**config.mk**
```make
export PLATFORM = sky130hd
export DESIGN_NAME = mqrf_ctrl
export DESIGN_NICKNAME = d
export VERILOG_FILES = /design/src/design/mqrf_pkg.sv /design/src/design/mqrf_ctrl.sv
export SDC_FILE = /design/constraint.sdc
export NUM_CORES = 1
export LEC_CHECK = 0
export BUFFER_PORTS_ARGS = -buffer_cell sky130_fd_sc_hd__buf_2
export CAP_MARGIN = 10
export CELL_PAD_IN_SITES_DETAIL_PLACEMENT = 1
export CELL_PAD_IN_SITES_GLOBAL_PLACEMENT = 1
export CORE_AREA = 2 2 39 41
export CTS_BUF_LIST = sky130_fd_sc_hd__clkbuf_4 sky130_fd_sc_hd__clkbuf_8
export CTS_CLUSTER_DIAMETER = 120
export CTS_CLUSTER_SIZE = 25
export DETAILED_ROUTE_END_ITERATION = 6
export DIE_AREA = 0 0 41 43
export MAX_ROUTING_LAYER = met4
export PLACE_DENSITY = 0.48
export SYNTH_ARGS = -nofsm -noshare
export SYNTH_HDL_FRONTEND = slang
export SYNTH_SLANG_ARGS = --single-unit
```
**constraint.sdc**
```tcl
create_clock -name clk -period 1.5 [get_ports clk]
set_input_delay 0.15 -clock clk [delete_from_list [all_inputs] [get_ports clk]]
set_output_delay 0.15 -clock clk [all_outputs]
set_load 0.1 [all_outputs]
```
**src/design/mqrf_pkg.sv**
```systemverilog
package mqrf_pkg;

  localparam int NUM_QUEUES_DEF = 4;
  localparam int MAX_DEPTH_DEF  = 64;
  localparam int ITEM_BYTES_DEF = 4;

  localparam int OP_W     = 2;
  localparam int QID_W    = 2;
  localparam int DATA_W   = 32;
  localparam int STATUS_W = 3;
  localparam int COUNT_W  = 7;
  localparam int CFG_IDX_W = 2;
  localparam int CFG_DATA_W = 8;

  localparam logic [OP_W-1:0] OP_PUT   = 2'd0;
  localparam logic [OP_W-1:0] OP_GET   = 2'd1;
  localparam logic [OP_W-1:0] OP_CLEAR = 2'd2;

  localparam logic [STATUS_W-1:0] ST_OK      = 3'd0;
  localparam logic [STATUS_W-1:0] ST_LOSS    = 3'd1;
  localparam logic [STATUS_W-1:0] ST_FULL    = 3'd2;
  localparam logic [STATUS_W-1:0] ST_EMPTY   = 3'd3;
  localparam logic [STATUS_W-1:0] ST_INVALID = 3'd4;

  localparam logic [CFG_IDX_W-1:0] CFG_CAPACITY     = 2'd0;
  localparam logic [CFG_IDX_W-1:0] CFG_OVERWRITE    = 2'd1;
  localparam logic [CFG_IDX_W-1:0] CFG_FILL_BYTE    = 2'd2;
  localparam logic [CFG_IDX_W-1:0] CFG_QUEUE_ENABLE = 2'd3;

  localparam logic [6:0] CAPACITY_RST     = 7'd64;
  localparam logic [3:0] QUEUE_ENABLE_RST = 4'hF;

  typedef struct packed {
    logic load;
    logic exec;
    logic take_rd;
  } mqrf_cmd_t;

  typedef struct packed {
    logic rd_pend;
  } mqrf_sts_t;

endpackage

```
**src/design/mqrf_ctrl.sv**
```systemverilog
module mqrf_ctrl (
  input  logic                clk,
  input  logic                rst,
  input  logic                in_valid,
  output logic                in_stall,
  output logic                out_valid,
  input  logic                out_stall,
  input  mqrf_pkg::mqrf_sts_t sts,
  output mqrf_pkg::mqrf_cmd_t cmd
);

  localparam logic [1:0] S_IDLE = 2'd0;
  localparam logic [1:0] S_EXEC = 2'd1;
  localparam logic [1:0] S_READ = 2'd2;
  localparam logic [1:0] S_OUT  = 2'd3;

  logic [1:0] state;
  logic [1:0] state_next;

  always_comb begin
    state_next = state;
    unique case (state)
      S_IDLE: begin
        if (in_valid) state_next = S_EXEC;
      end
      S_EXEC: begin
        state_next = sts.rd_pend ? S_READ : S_OUT;
      end
      S_READ: begin
        state_next = S_OUT;
      end
      S_OUT: begin
        if (!out_stall) state_next = S_IDLE;
      end
      default: state_next = S_IDLE;
    endcase
  end

  always_ff @(posedge clk) begin
    if (rst) begin
      state <= S_IDLE;
    end else begin
      state <= state_next;
    end
  end

  assign in_stall    = (state != S_IDLE);
  assign out_valid   = (state == S_OUT);
  assign cmd.load    = (state == S_IDLE) && in_valid;
  assign cmd.exec    = (state == S_EXEC);
  assign cmd.take_rd = (state == S_READ);

endmodule

```
Word level (Yosys, flattened, before mapping)
Cells that the tools add are included.
{"block": "classes", "n_eq_ne": 5, "muxes": 4, "n_reduce_logical": 4}
{"operator": "$pmux W2 S4", "count": 1}
{"operator": "$eq A2 B2 Y1 const B", "count": 2}
{"operator": "$mux W2", "count": 2}
{"operator": "$ne A2 B2 Y1 const B", "count": 2}
{"operator": "$eq A2 B1 Y1 const B", "count": 1}
{"operator": "$logic_not A2 Y1", "count": 1}
{"operator": "$reduce_and A2 Y1", "count": 1}
{"operator": "$reduce_bool A2 Y1", "count": 1}
{"operator": "$logic_and A1 B1 Y1", "count": 1}
{"operator": "$mux W1", "count": 1}
{"block": "word_totals", "regBits": 2, "in_bits": 5, "output_inout_bits": 5, "wordCells": 14}

Logic depth before layout (Yosys ltp)
Gate-level depths: netlist of the first run.
{"block": "depth", "depth_word": 3, "depth_mapped": 5, "depth_no_buf": 5}

Worst setup path before layout of the first run
No wires, ideal clock.
{"block": "synth_path", "path_type": "register to register", "from": "reg state[0]", "to": "reg state[1]", "setup_ps": 115, "t_arrival_ps": 1776, "t_required_ps": 1385, "slack_ps": -391, "path_stages_with_launch": 5, "path_buffers": 0, "synth_period_minus_slack_ps": 1891, "path_cell_list": "dfxtp_1 > ha_1 > nand2_1 > and3_1 > o21ba_1"}
{"block": "synth_via", "elab_chain_len": 3, "word_cells_on_any_way": 8, "cone_classes": "5 x eq/ne; 1 x mux; 2 x reduce/logical"}
{"item": "start, declared", "line": "mqrf_ctrl.sv:17", "source": "logic [1:0] state;"}
{"item": "start signal, assigned", "line": "mqrf_ctrl.sv:43", "source": "state <= state_next;"}
{"item": "$eq A2 B2 Y1 *"}
{"item": "named net out_valid", "line": "mqrf_ctrl.sv:6", "source": "output logic out_valid,"}
{"item": "$ne A2 B2 Y1 (no source line)"}
{"item": "$reduce_and A2 Y1 (no source line)"}
The timed path passes the listed nets; every way through them passes the cells marked *.
A chain may end at the register's enable or synchronous reset.

==> results of run 1 <==
## worst paths after layout
path / cells after the start / end / from / slack (ps)
worst min-delay path: 2 / state[0] / rst / 110
worst max-delay path: 4 / cmd[2] / state[0] / 90
worst max register to register: 5 / state[0] / state[0] / 220
worst min register to register: 2 / state[0] / state[0] / 590
## cells in the final DEF, fill, tap and decap left out, types with 2 or more instances in the layout
cell type / n
clkbuf_4: 3
buf_2: 5
buf_12: 4
ha_2: 3
dfxtp_2: 2
ha_1: 2
inv_1: 4
## worst register-to-register path, stage by stage (launching register included)
cell	delay, ps
dfxtp_2	350
inv_1	90
ha_1	220
or2_0	220
a31oi_1	180
a311oi_1	80
## logic make-up after synthesis
kind of cell | synth area share (%)
simple gates | 19.5
compound gates | 19.5
fa+ha+maj | 32.5
flops | 20.8
buf+inv | 7.79
## per-stage QoR
step	TNS, ps	util [%]	std cells	area [µm²]	worst slack (ps)
floorplan	-55.2	-	21	198	-55.2
global placement	0	23.3	46	323	232
detailed placement	0	23.3	46	323	165
CTS	0	25.1	49	348	18.0
global route	0	25.3	49	350	12.1
finish	0	25.3	49	350	88.5
## repair_timing
action	in CTS	in global routing
hold buffers	0	0
cloned	0	0
setup endpoints to repair	1	1
gates resized for setup	2	1
## area by class of cell
type / count / area [µm²]
Clock buffer: 3 / 22.5
Multi-Input combinational cell: 15 / 145
Inverter: 4 / 15.0
Fill cell: 164 / 1030
Tap cell: 16 / 20.0
Timing Repair Buffer: 9 / 105
Sequential cell: 2 / 42.5
## per-layer routing
layer | vias up | routed length (µm) | part of all wire, % | GRT usage (%)
li1 | 96 | - | - | -
met1 | 90 | 139 | 28 | 4.47
met2 | 5 | 345 | 69 | 14.1
met3 | 0 | 17 | 3.4 | 3.14
met4 | 0 | 0 | 0 | 8.00
met5 | - | 0 | 0 | -
==> reports/summary.txt, run 1 <==
H-tree Lvls: 1
I/O Pins: 10
FMAX: 708 MHz
Iteration-0 DRC Markers: 1
DR pass1 iterations: 3
Yosys reg bits: 2
Slew @ Worst Pin: 485 ps
Proportion of layout cells with a drive suffix above 1: 57.6%
Yosys top cell by area: ha_1
Hpwl dp: 442 µm
Setup Skew: 1.08 ps
Worst hold path class: input port to flip-flop
Mean post-synth cell area: 9.18 µm²
Slew Viols, Final: 0
Port bufs: 9
Max reg flops: 2
Worst path arrival time: 1260 ps
CP Buf/Inv Count: 2
Req. time, crit path: 1350 ps
Status: finished, final reports clean
Synthesized Nets: 31
Layout Area Growth over Synthesis: 81.8%
Die H: 43 µm
Antenna Cells: 0
Via density: 3.90
Reg with most FFs: state
Total CTS buffers: 3
Final Hold Slack: 110 ps
Crit Path Class: flip-flop to output pin
Post-route DRC: 0
Clk sinks: 2
Dominant cells by area after synthesis: ha_1 (32%), dfxtp_1 (21%), inv_1 (7.8%)
Cell family with most CP delay: flip-flops
Main synth FF type: dfxtp_1
Post-route minimum period: 1410 ps
Post-synthesis cell area: 193 µm²
Critical-path top delay cell: dfxtp_2
Setup-failing EPs final: 0
Final Hold Fails: 0
Initial cell density of the core: 13.9%
Via count: 191
Most common cell in the synthesized netlist: ha_1
Core Rows: 14
First-pass GRT wire length: 834 µm
Wire per inst: 10.2 µm
Initial antenna violation count: 0
Max stage delay on crit path: 350 ps
WL final: 501 µm
CTS max path bufs: 2
CTS tree: yes
RSZ-0062 raised after global routing: no
Cell Chain, Critical Path: inv_1 -> ha_2 -> and2_2 -> buf_12
Sequential fraction of the synthesis area: 20.8%
Post-synth EDFFs: 0
Clk slew on worst S/H paths: 30 ps
Die X: 41 µm
Worst-Skew Late Latency: 220 ps
Synth cell count leaders: ha_1 (5), inv_1 (4), dfxtp_1 (2)
Post-CTS setup buffer count: 0
Number of max-cap violations: 0
Yosys warning count: 0
Total GRT Usage: 7.91%
Top Registers: state: 2 flops
Post-synth cell types: 13
DRT antenna net count: 0
Critical path launch point type: flip-flop
Gr ovfl total: 0
CP max FO: 4
CORE AREA: 1380 µm²
Crit share post-route: 94.1%
CTS root buf: clkbuf_4
Mapped Cells: 21
Rel. slew slack: 67.9%
DIE AREA: 1760 µm²
Area fraction of the dominant cell type after synthesis: 32.5%
Vias in the first global route: 226
Pin count of the biggest net entering global routing: 5
Fraction of registers with async set/reset: 0%
Crit. End Element: output pin
GPL Wtd Cong: 0.730
Nets: 45
Power of run 1 is left out: the tool's default activity adds up to more than one toggle a clock period on the data nets, which glitch-free logic cannot reach.
==> inputs of run 2 (changes only) <==
==> constraint.sdc (replaced) <==
create_clock -name clk -period 1.6 [get_ports clk]
set_input_delay 0.16 -clock clk [delete_from_list [all_inputs] [get_ports clk]]
set_output_delay 0.16 -clock clk [all_outputs]
set_load 0.1 [all_outputs]
==> run 2 against run 1 <==
Against the previous run:
- setup slack better by 46 ps
- core utilization fell by 2.3 points
- critical endpoint is now cmd[1]
- design area down 8.9%
- die area unchanged
- clock skew is 0.65 ps higher
- hold slack improved by 5.5 ps
- non-clock buffer count unchanged
- routed wire length is 1.8% lower
- critical path type unchanged
- critical path depth decreased by 1
- first-iteration DRC count up 100%
- global-route usage rose by 0.41 points
- sequential cell count unchanged
==> reports/summary.txt, run 2 (synthesized netlist as in run 1, its figures left out) <==
WL final: 492 µm (-1.8%)
CORE AREA: 1380 µm² (unchanged)
Gr ovfl total: 0 (unchanged)
Worst Hold Launch: rst
Hpwl dp: 426 µm (-3.6%)
Core Util, Final: 23.1% (-2.3 points)
Worst hold path class: input port to flip-flop
Wire per inst: 10.0 µm (-1.8%)
H-tree Lvls: 1 (unchanged)
Critical path launch point type: flip-flop
CTS root buf: clkbuf_4
Rel. slew slack: 68.0% (+0.11 points)
Req. time, crit path: 1440 ps (+90 ps)
CTS max path bufs: 2 (unchanged)
Iteration-0 DRC Markers: 2 (+1)
Reg with most FFs: state
Total CTS buffers: 3 (unchanged)
Worst-Skew Late Latency: 220 ps (about the same)
Status: finished, final reports clean
Crit. End Element: output pin
RSZ-0062 raised after global routing: no
Vias in the first global route: 222 (-1.8%)
Setup Skew: 1.73 ps (+0.649 ps)
Max reg flops: 2 (unchanged)
Clk slew on worst S/H paths: 30 ps (about the same)
Initial antenna violation count: 0 (unchanged)
Pin count of the biggest net entering global routing: 5 (unchanged)
I/O Pins: 10 (unchanged)
Port bufs: 9 (unchanged)
Initial cell density of the core: 13.9% (unchanged)
Clk sinks: 2 (unchanged)
R2R cell count: 5 (unchanged)
Crit Reg-Reg Endpoint: state[0]
Worst path arrival time: 1310 ps (+50 ps)
GPL Wtd Cong: 0.658 (-9.8%)
Slew @ Worst Pin: 484 ps (-1.60 ps)
Via density: 3.92 (+0.52%)
Most frequent cells in the layout: buf_2 (7), inv_1 (4), ha_2 (3), clkbuf_4 (3)
CTS tree: yes
Hold path cells: 2 (unchanged)
Number of max-cap violations: 0 (unchanged)
Setup-failing EPs final: 0 (unchanged)
Post-CTS setup buffer count: 0 (unchanged)
Via count: 192 (+0.52%)
Crit Path Class: flip-flop to output pin
First-pass GRT wire length: 890 µm (+6.7%)
Layout Area Growth over Synthesis: 65.6%
Proportion of layout cells with a drive suffix above 1: 54.5% (-3.0 points)
DRT antenna net count: 0 (unchanged)
Core Rows: 14 (unchanged)
Die X: 41 µm (unchanged)
Final Hold Fails: 0 (unchanged)
Slew Viols, Final: 0 (unchanged)
Crit share post-route: 91.6%
Die H: 43 µm (unchanged)
Leading cell type in the layout, fill and taps excluded: buf_2
DIE AREA: 1760 µm² (unchanged)
Top Registers: state: 2 flops
Antenna Cells: 0 (unchanged)
Reg-to-reg slack, setup: 300 ps (+80 ps)
DR pass1 iterations: 2 (-1)
Reg-to-Reg Start: state[1]
Total GRT Usage: 8.32% (+0.41 points)
WHS Endpoint: state[0]
Nets: 45 (unchanged)
Critical path launch point: state[1]
Post-route minimum period: 1470 ps
FMAX: 682 MHz
CP max FO: 4 (unchanged)
Setup TNS: 0 ps (unchanged)
Post-route DRC: 0 (unchanged)
run 2: cell counts in the layout (fill, tap and decap cells not counted):
Identical to the previous run, type by type.
run 2: worst max-delay path by stage:
stage | to
after global placement | cmd[2]
after global routing | cmd[2]
after floorplan | state[1]
final | cmd[1]
after detailed placement | state[0]
after CTS | cmd[2]
run 2: repair_timing:
action	in CTS	in global routing
endpoints found under the hold margin	0	0
setup endpoints to repair	0	1
gates resized for setup	0	2
hold buffers	0	0
run 2: final cells by class:
type,instances,area (µm²)
timing repair buffer,9,75.1
tap,16,20.0
inverter,4,15.0
sequential,2,41.3
fill,168,1060
multi-input combinational,15,145
clock buffer,3,22.5
run 2: through the flow:
stage               hold WS (ps)  instance area, µm²  cells  worst slack (ps)
floorplan                    232                 198     21              44.8
global placement             337                 293     46               329
detailed placement           346                 293     46               273
CTS                          110                 315     49              38.0
global route                 109                 319     49              38.4
finish                       115                 319     49               135
run 2: worst max-delay path, cell delays in order (launching register included):
cell	delay, ps
dfxtp_1	330
inv_1	140
ha_2	200
buf_2	420
run 2: per-layer routing:
layer / wire length [µm] / track usage, % / vias up
met1: 147 / 7.03 / 92
met5: 0 / - / -
li1: - / - / 97
met4: 0 / 8.00 / 0
met3: 13 / 3.14 / 0
met2: 331 / 12.8 / 3
Power of run 2 is left out for the same reason.
